--- config.mk ---
export PLATFORM = sky130hd
export DESIGN_NAME = pie_ctrl
export DESIGN_NICKNAME = d
export VERILOG_FILES = /design/src/hdl/pie_pkg.sv /design/src/hdl/pie_ctrl.sv
export SDC_FILE = /design/constraint.sdc
export NUM_CORES = 1
export LEC_CHECK = 0
export ABC_AREA = 0
export BUFFER_PORTS_ARGS = -buffer_cell sky130_fd_sc_hd__clkbuf_2
export CORE_ASPECT_RATIO = 1.75
export CORE_UTILIZATION = 58
export CTS_CLUSTER_DIAMETER = 100
export CTS_CLUSTER_SIZE = 20
export DETAILED_ROUTE_END_ITERATION = 10
export PLACE_DENSITY = 0.86
export SYNTH_ARGS = -nofsm -noshare
export SYNTH_HDL_FRONTEND = slang
export SYNTH_SLANG_ARGS = --single-unit
export TNS_END_PERCENT = 5
--- constraint.sdc ---
create_clock -name clk -period 5.5 [get_ports clk]
set_input_delay 0.825 -clock clk [delete_from_list [all_inputs] [get_ports clk]]
set_output_delay 0.825 -clock clk [all_outputs]
set_load 0.02 [all_outputs]
--- src/hdl/pie_pkg.sv ---
// Package for the positional insert/extract list: sizes, action and status codes,
// and the command and status structs between controller and datapath.
// No dependencies.
package pie_pkg;

  localparam int DEPTH  = 256;
  localparam int ADDR_W = $clog2(DEPTH);
  localparam int CNT_W  = $clog2(DEPTH + 1);
  localparam int VAL_W  = 32;
  localparam int POS_W  = 16;
  localparam int ACT_W  = 3;
  localparam int ST_W   = 2;

  localparam int IN_TDATA_W  = ((VAL_W + POS_W + 7) / 8) * 8;
  localparam int IN_PAD_W    = IN_TDATA_W - VAL_W - POS_W;
  localparam int OUT_TDATA_W = ((VAL_W + CNT_W + 7) / 8) * 8;
  localparam int OUT_PAD_W   = OUT_TDATA_W - VAL_W - CNT_W;
  localparam int OUT_TUSER_W = ST_W;
  localparam int IN_TUSER_W  = ACT_W;

  typedef enum logic [ACT_W-1:0] {
    ACT_PUSH_FRONT = 3'd0,
    ACT_PUSH_BACK  = 3'd1,
    ACT_INSERT     = 3'd2,
    ACT_POP_FRONT  = 3'd3,
    ACT_POP_BACK   = 3'd4,
    ACT_EXTRACT    = 3'd5,
    ACT_READ       = 3'd6,
    ACT_WRITE      = 3'd7
  } act_t;

  typedef enum logic [ST_W-1:0] {
    ST_OK    = 2'd0,
    ST_FULL  = 2'd1,
    ST_EMPTY = 2'd2
  } st_t;

  // Where the target index of an item comes from.
  typedef enum logic [1:0] {
    IDX_FRONT = 2'd0,   // index 0
    IDX_BACK  = 2'd1,   // one past the last word
    IDX_LAST  = 2'd2,   // the last word
    IDX_POS   = 2'd3    // the item's position
  } idx_sel_t;

  typedef struct packed {
    logic     load;        // capture the item and its target index
    idx_sel_t idx_sel;
    logic     ptr_last;    // walk pointer starts at the last word, else at the index
    logic     zero_word;   // the word to place is zero
    logic     rd;          // read at the walk pointer and step it
    logic     shift_back;  // walk downwards, moved words go one place back
    logic     mv;          // write the word read last cycle to its neighbour
    logic     wr_word;     // write the item's word at the target index
    logic     cap_res;     // take the word read last cycle as the result
    logic     cnt_inc;
    logic     cnt_dec;
    logic     out_load;    // load the output register
    st_t      status;
  } pie_cmd_t;

  typedef struct packed {
    logic full;
    logic empty;
    logic pos_neg;      // item position below zero
    logic pos_past;     // item position at or beyond the count
    logic ptr_at_idx;   // walk pointer sits on the target index
    logic ptr_at_last;  // walk pointer sits on the last word
  } pie_stat_t;

endpackage

--- src/hdl/pie_ctrl.sv ---
// Controller of the positional list: decodes each item and sequences the
// datapath through its shift walk. Depends on pie_pkg.
module pie_ctrl (
  input  logic                      clk,
  input  logic                      rst_n,
  input  logic                      in_tvalid,
  output logic                      in_tready,
  input  logic [pie_pkg::ACT_W-1:0] in_action,
  output logic                      out_tvalid,
  input  logic                      out_tready,
  input  pie_pkg::pie_stat_t        stat,
  output pie_pkg::pie_cmd_t         cmd
);
  import pie_pkg::*;

  typedef enum logic [12:0] {
    S_IDLE     = 13'b0000000000001,
    S_UP_RD    = 13'b0000000000010,
    S_UP_TAIL  = 13'b0000000000100,
    S_PUT      = 13'b0000000001000,
    S_TK_FIRST = 13'b0000000010000,
    S_TK_CAP   = 13'b0000000100000,
    S_TK_MV    = 13'b0000001000000,
    S_TK_TAIL  = 13'b0000010000000,
    S_TK_LAST  = 13'b0000100000000,
    S_RD_ISSUE = 13'b0001000000000,
    S_RD_CAP   = 13'b0010000000000,
    S_WR_DO    = 13'b0100000000000,
    S_FIN      = 13'b1000000000000
  } state_t;

  state_t state_r, state_nxt;
  st_t    st_r, st_nxt;
  logic   out_vld_r, out_vld_nxt;
  logic   in_range;

  assign in_tready  = (state_r == S_IDLE);
  assign out_tvalid = out_vld_r;
  assign in_range   = !stat.pos_neg && !stat.pos_past;

  always_comb begin
    cmd        = '0;
    cmd.status = st_r;
    state_nxt  = state_r;
    st_nxt     = st_r;

    unique case (state_r)
      S_IDLE: begin
        if (in_tvalid) begin
          cmd.load = 1'b1;
          st_nxt   = ST_OK;
          unique case (act_t'(in_action))
            ACT_PUSH_FRONT, ACT_PUSH_BACK, ACT_INSERT: begin
              if (stat.full) begin
                st_nxt    = ST_FULL;
                state_nxt = S_FIN;
              end else if (act_t'(in_action) == ACT_PUSH_FRONT ||
                           (act_t'(in_action) == ACT_INSERT && stat.pos_neg)) begin
                cmd.idx_sel  = IDX_FRONT;
                cmd.ptr_last = 1'b1;
                state_nxt    = stat.empty ? S_PUT : S_UP_RD;
              end else if (act_t'(in_action) == ACT_PUSH_BACK || stat.pos_past) begin
                cmd.idx_sel = IDX_BACK;
                state_nxt   = S_PUT;
              end else begin
                cmd.idx_sel  = IDX_POS;
                cmd.ptr_last = 1'b1;
                state_nxt    = S_UP_RD;
              end
            end
            ACT_POP_FRONT, ACT_POP_BACK, ACT_EXTRACT: begin
              if (stat.empty) begin
                st_nxt    = ST_EMPTY;
                state_nxt = S_FIN;
              end else begin
                if (act_t'(in_action) == ACT_POP_FRONT ||
                    (act_t'(in_action) == ACT_EXTRACT && stat.pos_neg)) begin
                  cmd.idx_sel = IDX_FRONT;
                end else if (act_t'(in_action) == ACT_POP_BACK || stat.pos_past) begin
                  cmd.idx_sel = IDX_LAST;
                end else begin
                  cmd.idx_sel = IDX_POS;
                end
                state_nxt = S_TK_FIRST;
              end
            end
            ACT_READ, ACT_WRITE: begin
              cmd.zero_word = (act_t'(in_action) == ACT_READ);
              if (in_range) begin
                cmd.idx_sel = IDX_POS;
                state_nxt   = (act_t'(in_action) == ACT_READ) ? S_RD_ISSUE : S_WR_DO;
              end else if (stat.full) begin
                st_nxt    = ST_FULL;
                state_nxt = S_FIN;
              end else if (stat.pos_neg) begin
                cmd.idx_sel  = IDX_FRONT;
                cmd.ptr_last = 1'b1;
                state_nxt    = stat.empty ? S_PUT : S_UP_RD;
              end else begin
                cmd.idx_sel = IDX_BACK;
                state_nxt   = S_PUT;
              end
            end
          endcase
        end
      end
      S_UP_RD: begin
        cmd.rd         = 1'b1;
        cmd.mv         = 1'b1;
        cmd.shift_back = 1'b1;
        if (stat.ptr_at_idx) begin
          state_nxt = S_UP_TAIL;
        end
      end
      S_UP_TAIL: begin
        cmd.mv         = 1'b1;
        cmd.shift_back = 1'b1;
        state_nxt      = S_PUT;
      end
      S_PUT: begin
        cmd.wr_word = 1'b1;
        cmd.cnt_inc = 1'b1;
        state_nxt   = S_FIN;
      end
      S_TK_FIRST: begin
        cmd.rd    = 1'b1;
        state_nxt = stat.ptr_at_last ? S_TK_LAST : S_TK_CAP;
      end
      S_TK_CAP: begin
        cmd.cap_res = 1'b1;
        cmd.rd      = 1'b1;
        state_nxt   = stat.ptr_at_last ? S_TK_TAIL : S_TK_MV;
      end
      S_TK_MV: begin
        cmd.rd = 1'b1;
        cmd.mv = 1'b1;
        if (stat.ptr_at_last) begin
          state_nxt = S_TK_TAIL;
        end
      end
      S_TK_TAIL: begin
        cmd.mv      = 1'b1;
        cmd.cnt_dec = 1'b1;
        state_nxt   = S_FIN;
      end
      S_TK_LAST: begin
        cmd.cap_res = 1'b1;
        cmd.cnt_dec = 1'b1;
        state_nxt   = S_FIN;
      end
      S_RD_ISSUE: begin
        cmd.rd    = 1'b1;
        state_nxt = S_RD_CAP;
      end
      S_RD_CAP: begin
        cmd.cap_res = 1'b1;
        state_nxt   = S_FIN;
      end
      S_WR_DO: begin
        cmd.wr_word = 1'b1;
        state_nxt   = S_FIN;
      end
      S_FIN: begin
        if (!out_vld_r || out_tready) begin
          cmd.out_load = 1'b1;
          state_nxt    = S_IDLE;
        end
      end
      default: begin
        state_nxt = S_IDLE;
      end
    endcase
  end

  always_comb begin
    out_vld_nxt = out_vld_r;
    if (cmd.out_load) begin
      out_vld_nxt = 1'b1;
    end else if (out_tready) begin
      out_vld_nxt = 1'b0;
    end
  end

  always_ff @(posedge clk) begin
    if (!rst_n) begin
      state_r   <= S_IDLE;
      st_r      <= ST_OK;
      out_vld_r <= 1'b0;
    end else begin
      state_r   <= state_nxt;
      st_r      <= st_nxt;
      out_vld_r <= out_vld_nxt;
    end
  end

endmodule
==> metrics, run 1 <==
setup TNS 0 ps; top sig layer met4; top-count cell post-synth nor2_1; Final Skew 9.309 ps; static leakage 0.6363 nW; die area 2485 sq um; met3 WL 176 microns; post-synthesis mux area share 1.512%; Core Rows 22; f_max 316.3 MHz; DR DRC count 0; core area 2120 sq um; detailed placement HPWL 2906 microns; initial DRC count 49; vias in the first global route 1342; CTS Buffer Depth 2; Primary FF master, synth dfxtp_1; # IOs 30; ratio of cells with drive above 1 in the final layout 22.96%; Die Y 65.20 microns; ys async rst share 0%; post-CTS sizing 0; Final nets 210; H-tree depth 1; Pins Over Slew Limit 0; min Tclk post-route 3161 ps; I/O Buffers 29; Finished Core Util 69.54%; switch share 44.31%; FF+latch count, synth 16; Num CTS Buffers 3; Critical Path End Type primary output; clk_lat worst skew 310 ps; Int Pwr 0.2475 mW; # diodes 0; Vias 1446; vias per cell 6.573; gr usage total 32.35%; yosys warns 0; gpl congestion 0.8456; drt first pass iters 4; Final Hold Viols 0; pin count of the biggest net entering global routing 16; Clock transition at path regs 110 ps; Max-cap violations 0; DRT met1 WL 1242 microns; initial core utilization 62.46%; Synth cell types 54; Gate power share 49.3%; Routed WL per cell 16.45 microns; first-pass GRT wire length 5727 microns; Mapped Nets 189; switching power 0.1970 mW; area leader, netlist dfxtp_1; Synth Area in XOR/XNOR 3.970%; initial antenna violation count 0; # hold bufs at CTS 0; Crit Path Max Fanout 9; number of synthesized flops with an enable pin 0; Data arrival, critical path 2340 ps; routed length on met2 2001 microns; worst-margin pin slew 723.7 ps; Hold Path Class flip-flop to flip-flop; Seq/Total Area, Yosys 24.20%; Post-Syn Area 1324 sq um; VDD IR max 0.2560 mV; Synth Area in Compound Gates 19.57%; Routed Antenna Nets 0; period utilization 57.48%; Final setup viols 0; Critical Path RT 4680 ps; Post-synth top cells nor2_1 (22), dfxtp_1 (16), nand2_1 (14); Clock Sinks 16; Avg Inst Size Synth 7.521 sq um; main combinational cell family by area after synthesis simple AND/OR/NAND/NOR gates; Syn Inst Count 176; status complete, no violations; final-layout fill cell count 177; Overflow after GRT 0; Slew HR 51.31%; synth top area cells dfxtp_1 (24%), nor2_1 (6.2%), nor4_1 (4.7%), nand2_1 (4.0%), nor2b_1 (3.8%); post-synthesis adder-cell area fraction 0%; Post-CTS Setup Inserts 0; RSZ-0062 raised after global routing false; synth-to-layout area growth 11.34%; Yosys top cell area share 24.20%; WS Path Type flip-flop to primary output; Reg power frac 31.8%; Simple-Gate Fraction of Synth Area 43.86%; ratio of total power to cell area 301.6 nW/um^2; CTS tree done; clock share of power 18.9%; root buf cell clkbuf_4; Post-Route WL 3619 microns; CP Launch Type flip-flop; Die Width 38.12 microns
layer usage:
metal / GRT usage (%) / up-vias
li1: - / 693
met4: 20.54 / 0
met5: 0 / -
met1: 29.91 / 663
met2: 60.17 / 66
met3: 4.730 / 24
power groups by stage:
| stage | sequential, mW | combinational [mW] | clock [mW] |
|---|---|---|---|
| after CTS | 0.140 | 0.216 | 0.0821 |
| after global routing | 0.143 | 0.234 | 0.0910 |
| final | 0.141 | 0.219 | 0.0842 |
| after floorplan | 0.135 | 0.170 | 0 |
| after detailed placement | 0.143 | 0.216 | 0 |
| after global placement | 0.142 | 0.211 | 0 |
area by class of cell:
class	instances	area (sq um)	area share [%]
Clock buffer	4	36.28	2.462
Inverter	8	30.03	2.037
Multi-Input combinational cell	139	912.1	61.88
Sequential cell	16	320.3	21.73
Tap cell	24	30.03	2.037
Timing Repair Buffer	29	145.1	9.847
worst max-delay path, stage by stage, from the launching register on:
cell and delay (ps):
dfxtp_1 410, or4_4 600, nor3_4 260, nand3_1 220
nor4_1 320, clkbuf_2 210
through the flow:
step | setup slack (ps) | instance area (sq um) | hold slack, ps | power [mW] | std cells
after floorplan | 2401 | 1324 | 492.4 | 0.3053 | 176
after global placement | 2729 | 1438 | 455.0 | 0.3527 | 216
after detailed placement | 2692 | 1438 | 457.4 | 0.3587 | 216
after CTS | 2346 | 1474 | 471.9 | 0.4387 | 220
after global routing | 2208 | 1474 | 501.5 | 0.4678 | 220
final | 2339 | 1474 | 467.9 | 0.4445 | 220
cell families after synthesis:
| logic type | count (synthesis) |
|---|---|
| compound gates | 35 |
| xor+xnor | 6 |
| buf+inv | 21 |
| flops | 16 |
| mux | 2 |
| simple gates | 96 |
cell usage in the layout (no fill, tap or decap), types with 4 or more instances in the layout:
cell type   n
dfxtp_1    16
o21ai_0     7
nor2_1     22
nand4_1     5
nor3_1      4
nor2b_1     8
clkbuf_2   29
nand2_1    14
nand3_1     5
and3_1      5
nor4_1     10
a21oi_1     4
inv_1       7
xnor2_1     4
worst paths after layout:
path,end,from,slack (ps),depth (start not counted)
max reg2reg,state_r[4]$_SDFFE_PN0P_,state_r[5]$_SDFFE_PN0P_,3410,5
min reg2reg,st_r[0]$_SDFFE_PN0P_,st_r[0]$_SDFFE_PN0P_,470,2
max,cmd[11],state_r[5]$_SDFFE_PN0P_,2340,5
min,st_r[0]$_SDFFE_PN0P_,st_r[0]$_SDFFE_PN0P_,470,2
state kept, by name (all words and copies together) (netlist names):
name	count
state_r	13
st_r	2
out_tvalid	1
Power figures use the tool's default switching activity.
==> run 2: changes to the inputs <==
--- a/config.mk
+++ b/config.mk
@@ -8,11 +8,11 @@
 export ABC_AREA = 0
 export BUFFER_PORTS_ARGS = -buffer_cell sky130_fd_sc_hd__clkbuf_2
 export CORE_ASPECT_RATIO = 1.75
-export CORE_UTILIZATION = 58
+export CORE_UTILIZATION = 48
 export CTS_CLUSTER_DIAMETER = 100
 export CTS_CLUSTER_SIZE = 20
 export DETAILED_ROUTE_END_ITERATION = 10
-export PLACE_DENSITY = 0.86
+export PLACE_DENSITY = 0.76
 export SYNTH_ARGS = -nofsm -noshare
 export SYNTH_HDL_FRONTEND = slang
 export SYNTH_SLANG_ARGS = --single-unit
==> constraint.sdc (replaced) <==
create_clock -name clk -period 2.7 [get_ports clk]
set_input_delay 0.405 -clock clk [delete_from_list [all_inputs] [get_ports clk]]
set_output_delay 0.405 -clock clk [all_outputs]
set_load 0.02 [all_outputs]
==> run 2 against run 1 <==
Against the previous run:
- die area grew 20%
- core utilization shrank 7.9 points
- sequential share of layout area shrank 1.4 points
- clock power grew to 2.7 times the previous value
- final cell count grew 3.6%
- sequential cell count is the same
- clock skew shrank 7.7 ps
- sequential power grew 100%
- total power grew 130%
- critical endpoint is now cmd[10]
- highest routed layer unchanged
==> metrics, run 2 (synthesized netlist as in run 1, its figures left out) <==
Crit Path Max Fanout 8 (was 9); worst-margin pin slew 592.8 ps (was 723.7 ps); Slew HR 60.38% (was 51.31%); Pins Over Slew Limit 0 (unchanged); Vias 1434 (was 1446); Clock transition at path regs 70 ps (was 110 ps); most frequent cells in the layout clkbuf_2 (28), nor2_1 (21), dfxtp_1 (16), nand2_1 (14), nor2b_1 (8) (was clkbuf_2 (29), nor2_1 (22), dfxtp_1 (16), nand2_1 (14), nor4_1 (10)); Biggest register state_r (unchanged); core area 2552 sq um (was 2120 sq um); Final nets 216 (was 210); gpl congestion 0.9870 (was 0.8456); Critical Path RT 2300 ps (was 4680 ps); synth-to-layout area growth 18.90% (was 11.34%); VDD IR max 0.4080 mV (was 0.2560 mV); status complete, no violations (unchanged); Die Y 71.47 microns (was 65.20 microns); min Tclk post-route 2629 ps; # hold bufs at CTS 0 (unchanged); CP max stage delay 610 ps (was 600 ps); WS Path Type flip-flop to primary output (unchanged); period utilization 97.37%; most common cell after layout, fill and taps aside clkbuf_2 (unchanged); Data arrival, critical path 2220 ps (was 2340 ps); setup TNS 0 ps (unchanged); pin count of the biggest net entering global routing 16 (unchanged); f_max 380.4 MHz; Die Width 41.70 microns (was 38.12 microns); Max-cap violations 0 (unchanged); Final setup viols 0 (unchanged); initial core utilization 51.86% (was 62.46%); # IOs 30 (unchanged); vias per cell 6.289 (was 6.573); detailed placement HPWL 3017 microns (was 2906 microns); vias in the first global route 1430 (was 1342); die area 2980 sq um (was 2485 sq um); CP max-delay cell or4_4 (unchanged); Final Hold Viols 0 (unchanged); CTS tree done (unchanged); post-layout power 1.001 mW (was 0.4445 mW); drt first pass iters 4 (unchanged); ratio of cells with drive above 1 in the final layout 27.72% (was 22.96%); Core Rows 24 (was 22); DR DRC count 0 (unchanged); RSZ-0062 raised after global routing false (unchanged); # diodes 0 (unchanged); CP cell instances or4_4, nor3_4, nand2_2, nor4_2, clkbuf_2 (was or4_4, nor3_4, nand3_1, nor4_1, clkbuf_2); clk_lat worst skew 260 ps (was 310 ps); static leakage 0.6789 nW (was 0.6363 nW); gr usage total 27.47% (was 32.35%); Routed Antenna Nets 0 (unchanged); Final Skew 1.572 ps (was 9.309 ps); Hold Path Class input port to flip-flop (was flip-flop to flip-flop); initial DRC count 44 (was 49); first-pass GRT wire length 6244 microns (was 5727 microns); ratio of total power to cell area 636.2 nW/um^2 (was 301.6 nW/um^2); initial antenna violation count 0 (unchanged); Clock Sinks 16 (unchanged); root buf cell clkbuf_8 (was clkbuf_4); Post-Route WL 3791 microns (was 3619 microns); Overflow after GRT 0 (unchanged); Largest register FFs 13 (unchanged); CTS Buffer Depth 2 (unchanged); Routed WL per cell 16.63 microns (was 16.45 microns); CP Launch Type flip-flop (unchanged); Num CTS Buffers 3 (unchanged); H-tree depth 1 (unchanged); Critical Path End Type primary output (unchanged); I/O Buffers 29 (unchanged)
==> run 2: cell types whose count changed in the layout (fill, tap and decap cells not counted), sizes merged <==
cell    delta
buf        +7
clkbuf     -1
==> run 2: repair_timing <==
item,4_1_cts,5_1_grt
gates resized for setup,1,6
buffers inserted,0,1
pin swaps,0,1
setup endpoints to repair,1,4
==> run 2: worst paths after layout <==
path / start / endpoint / slack, ps / cells past startpoint
max: state_r[9]$_SDFFE_PN0P_ / cmd[10] / 70 / 5
min: stat[0] / state_r[8]$_SDFFE_PN0P_ / 380 / 3
max reg2reg: state_r[4]$_SDFFE_PN0P_ / state_r[12]$_SDFFE_PN0P_ / 630 / 6
min reg2reg: st_r[1]$_SDFFE_PN0P_ / st_r[1]$_SDFFE_PN0P_ / 460 / 2
==> run 2: critical path, delay by kind of cell, from the launching register on <==
family        cells  cell delay, ps
simple gates      4            1370
flops             1             380
buf+inv           1             210
==> run 2: area by class of cell <==
type / count / area, sq um
Fill cell: 245 / 978.4
Tap cell: 26 / 32.53
Sequential cell: 16 / 320.3
Inverter: 8 / 30.03
Timing Repair Buffer: 35 / 190.2
Multi-Input combinational cell: 139 / 945.9
Clock buffer: 4 / 55.05
==> run 2: power by group <==
group / leakage, nW / switching, mW / total, mW / internal, mW
Clock: 0.0288 / 0.0966 / 0.227 / 0.130
Sequential: 0.130 / 0.0321 / 0.287 / 0.255
Combinational: 0.521 / 0.295 / 0.487 / 0.192
Total: 0.679 / 0.424 / 1.00 / 0.577
==> run 2: per-layer routing <==
layer / share of wire [%] / routed length [microns] / up-vias / track usage, %
met3: 2.7 / 103 / 15 / 3.526
met5: 0 / 0 / - / 0
met1: 36 / 1346 / 670 / 23.55
li1: - / - / 703 / -
met4: 4.5 / 172 / 0 / 19.71
met2: 57 / 2169 / 46 / 54.69
==> run 2: through the flow <==
| stage | worst slack (ps) | cells | util (%) | area (sq um) | hold slack (ps) |
|---|---|---|---|---|---|
| floorplan | 21.32 | 176 | - | 1324 | 492.4 |
| global placement | 359.0 | 223 | 57.89 | 1478 | 451.7 |
| detailed placement | 288.8 | 223 | 57.89 | 1478 | 454.7 |
| CTS | 16.33 | 227 | 60.29 | 1539 | 389.2 |
| global route | 15.24 | 228 | 61.67 | 1574 | 413.1 |
| finish | 71.11 | 228 | 61.67 | 1574 | 384.3 |
==> run 3: changes to the inputs <==
==> constraint.sdc (replaced) <==
create_clock -name clk -period 2.7 [get_ports clk]
set_input_delay 0.27 -clock clk [delete_from_list [all_inputs] [get_ports clk]]
set_output_delay 0.27 -clock clk [all_outputs]
set_load 0.02 [all_outputs]
==> run 3 against run 2 <==
Against the previous run:
- sequential share of layout area up 0.69 points
- clock skew up 4.0 ps
- critical endpoint is now cmd[11]
- highest routed layer unchanged
- core utilization down 2.0 points
==> metrics, run 3 (synthesized netlist as in run 1, its figures left out) <==
gr usage total 27.41% (was 27.47%); WS Path Type flip-flop to primary output (unchanged); drt first pass iters 4 (unchanged); pin count of the biggest net entering global routing 16 (unchanged); vias per cell 6.438 (was 6.289); Die Y 71.47 microns (unchanged); initial DRC count 57 (was 44); I/O Buffers 29 (unchanged); # IOs 30 (unchanged); Pins Over Slew Limit 0 (unchanged); worst-margin pin slew 499.7 ps (was 592.8 ps); static leakage 0.6543 nW (was 0.6789 nW); Overflow after GRT 0 (unchanged); CTS Buffer Depth 2 (unchanged); Data arrival, critical path 2300 ps (was 2220 ps); Die Width 41.70 microns (unchanged); Final nets 212 (was 216); Clock transition at path regs 70 ps (about the same); CP Launch Type flip-flop (unchanged); CTS tree done (unchanged); root buf cell clkbuf_8 (unchanged); register area 320.3 sq um (unchanged); Crit Path Max Fanout 9 (was 8); Routed WL per cell 17.23 microns (was 16.63 microns); Max-cap violations 0 (unchanged); period utilization 95.10% (was 97.37%); Critical Path RT 2430 ps (was 2300 ps); most frequent cells in the layout clkbuf_2 (29), nor2_1 (22), dfxtp_1 (16), nand2_1 (14) (was clkbuf_2 (28), nor2_1 (21), dfxtp_1 (16), nand2_1 (14), nor2b_1 (8)); Post-Route WL 3860 microns (was 3791 microns); post-CTS sizing 0 (was 1); Vias 1442 (was 1434); Num CTS Buffers 3 (unchanged); Core Rows 24 (unchanged); ratio of total power to cell area 641.4 nW/um^2 (was 636.2 nW/um^2); Biggest register state_r (unchanged); post-layout power 0.9766 mW (was 1.001 mW); first-pass GRT wire length 6465 microns (was 6244 microns); Routed Antenna Nets 0 (unchanged); vias in the first global route 1440 (was 1430); detailed placement HPWL 3015 microns (was 3017 microns); synth-to-layout area growth 15.03% (was 18.90%); final-layout fill cell count 243 (was 245); Final setup viols 0 (unchanged); Design Area, Final 1523 sq um (was 1574 sq um); area taken by multi-input logic gates 924.6 sq um (was 945.9 sq um); Critical Path End Type primary output (unchanged); clk_lat worst skew 250 ps (was 260 ps); initial antenna violation count 0 (unchanged); Final WS setup 132.3 ps (was 71.11 ps); H-tree depth 1 (unchanged); setup TNS 0 ps (unchanged); f_max 389.5 MHz (was 380.4 MHz); Post-Place Worst Slack 403.9 ps (was 288.8 ps); Final Skew 5.556 ps (was 1.572 ps); dpl cells 220 (was 223); Finished Core Util 59.66% (was 61.67%); fin cells 224 (was 228); Largest register FFs 13 (unchanged); Final Hold Viols 0 (unchanged); # diodes 0 (unchanged); Hold WS 262.4 ps (was 384.3 ps); Post-CTS Setup Inserts 0 (unchanged); core area 2552 sq um (unchanged); Post-DP Area 1455 sq um (was 1478 sq um); initial core utilization 51.86% (unchanged); DR DRC count 0 (unchanged); Clock Sinks 16 (unchanged); VDD IR max 0.3157 mV (was 0.4080 mV); most common cell after layout, fill and taps aside clkbuf_2 (unchanged); gpl congestion 0.9348 (was 0.9870); ratio of cells with drive above 1 in the final layout 24.75% (was 27.72%); min Tclk post-route 2568 ps (was 2629 ps); Hold Path Class input port to flip-flop (unchanged); status complete, no violations (unchanged); Slew HR 66.60% (was 60.38%); die area 2980 sq um (unchanged); # hold bufs at CTS 0 (unchanged)
[run 3: cell count changes in the layout (fill, tap and decap cells not counted), sizes merged]
cell / delta
clkbuf: +1
buf: -5
[run 3: worst paths after layout]
path | from | slack [ps] | end | cells past startpoint
max | state_r[5]$_SDFFE_PN0P_ | 130 | cmd[11] | 5
min | stat[0] | 260 | state_r[8]$_SDFFE_PN0P_ | 3
max reg2reg | state_r[9]$_SDFFE_PN0P_ | 600 | state_r[7]$_SDFFE_PN0P_ | 5
min reg2reg | st_r[0]$_SDFFE_PN0P_ | 460 | st_r[0]$_SDFFE_PN0P_ | 2
[run 3: final cells by class]
type | instances | area share (%)
sequential | 16 | 21.04
timing repair buffer | 31 | 10.52
multi-input combinational | 139 | 60.72
inverter | 8 | 1.972
tap | 26 | 2.136
clock buffer | 4 | 3.615
[run 3: layer usage]
layer / vias up / GRT usage (%) / wire length [microns]
met5: - / 0 / 0
met2: 46 / 52.95 / 2181
met3: 17 / 2.771 / 130
li1: 691 / - / -
met1: 688 / 26.81 / 1379
met4: 0 / 16.49 / 168
[run 3: power breakdown]
group	internal [mW]	switching (mW)	leakage (nW)
Clock	0.130	0.0924	0.0288
Sequential	0.255	0.0329	0.130
Combinational	0.177	0.290	0.496
Total	0.562	0.415	0.654
[run 3: critical path, stage by stage, from the launching register on]
cell and delay, ps:
dfxtp_1 390, or4_4 590, nor3_4 290, nand3_1 240, nor4_2 320, clkbuf_2 210
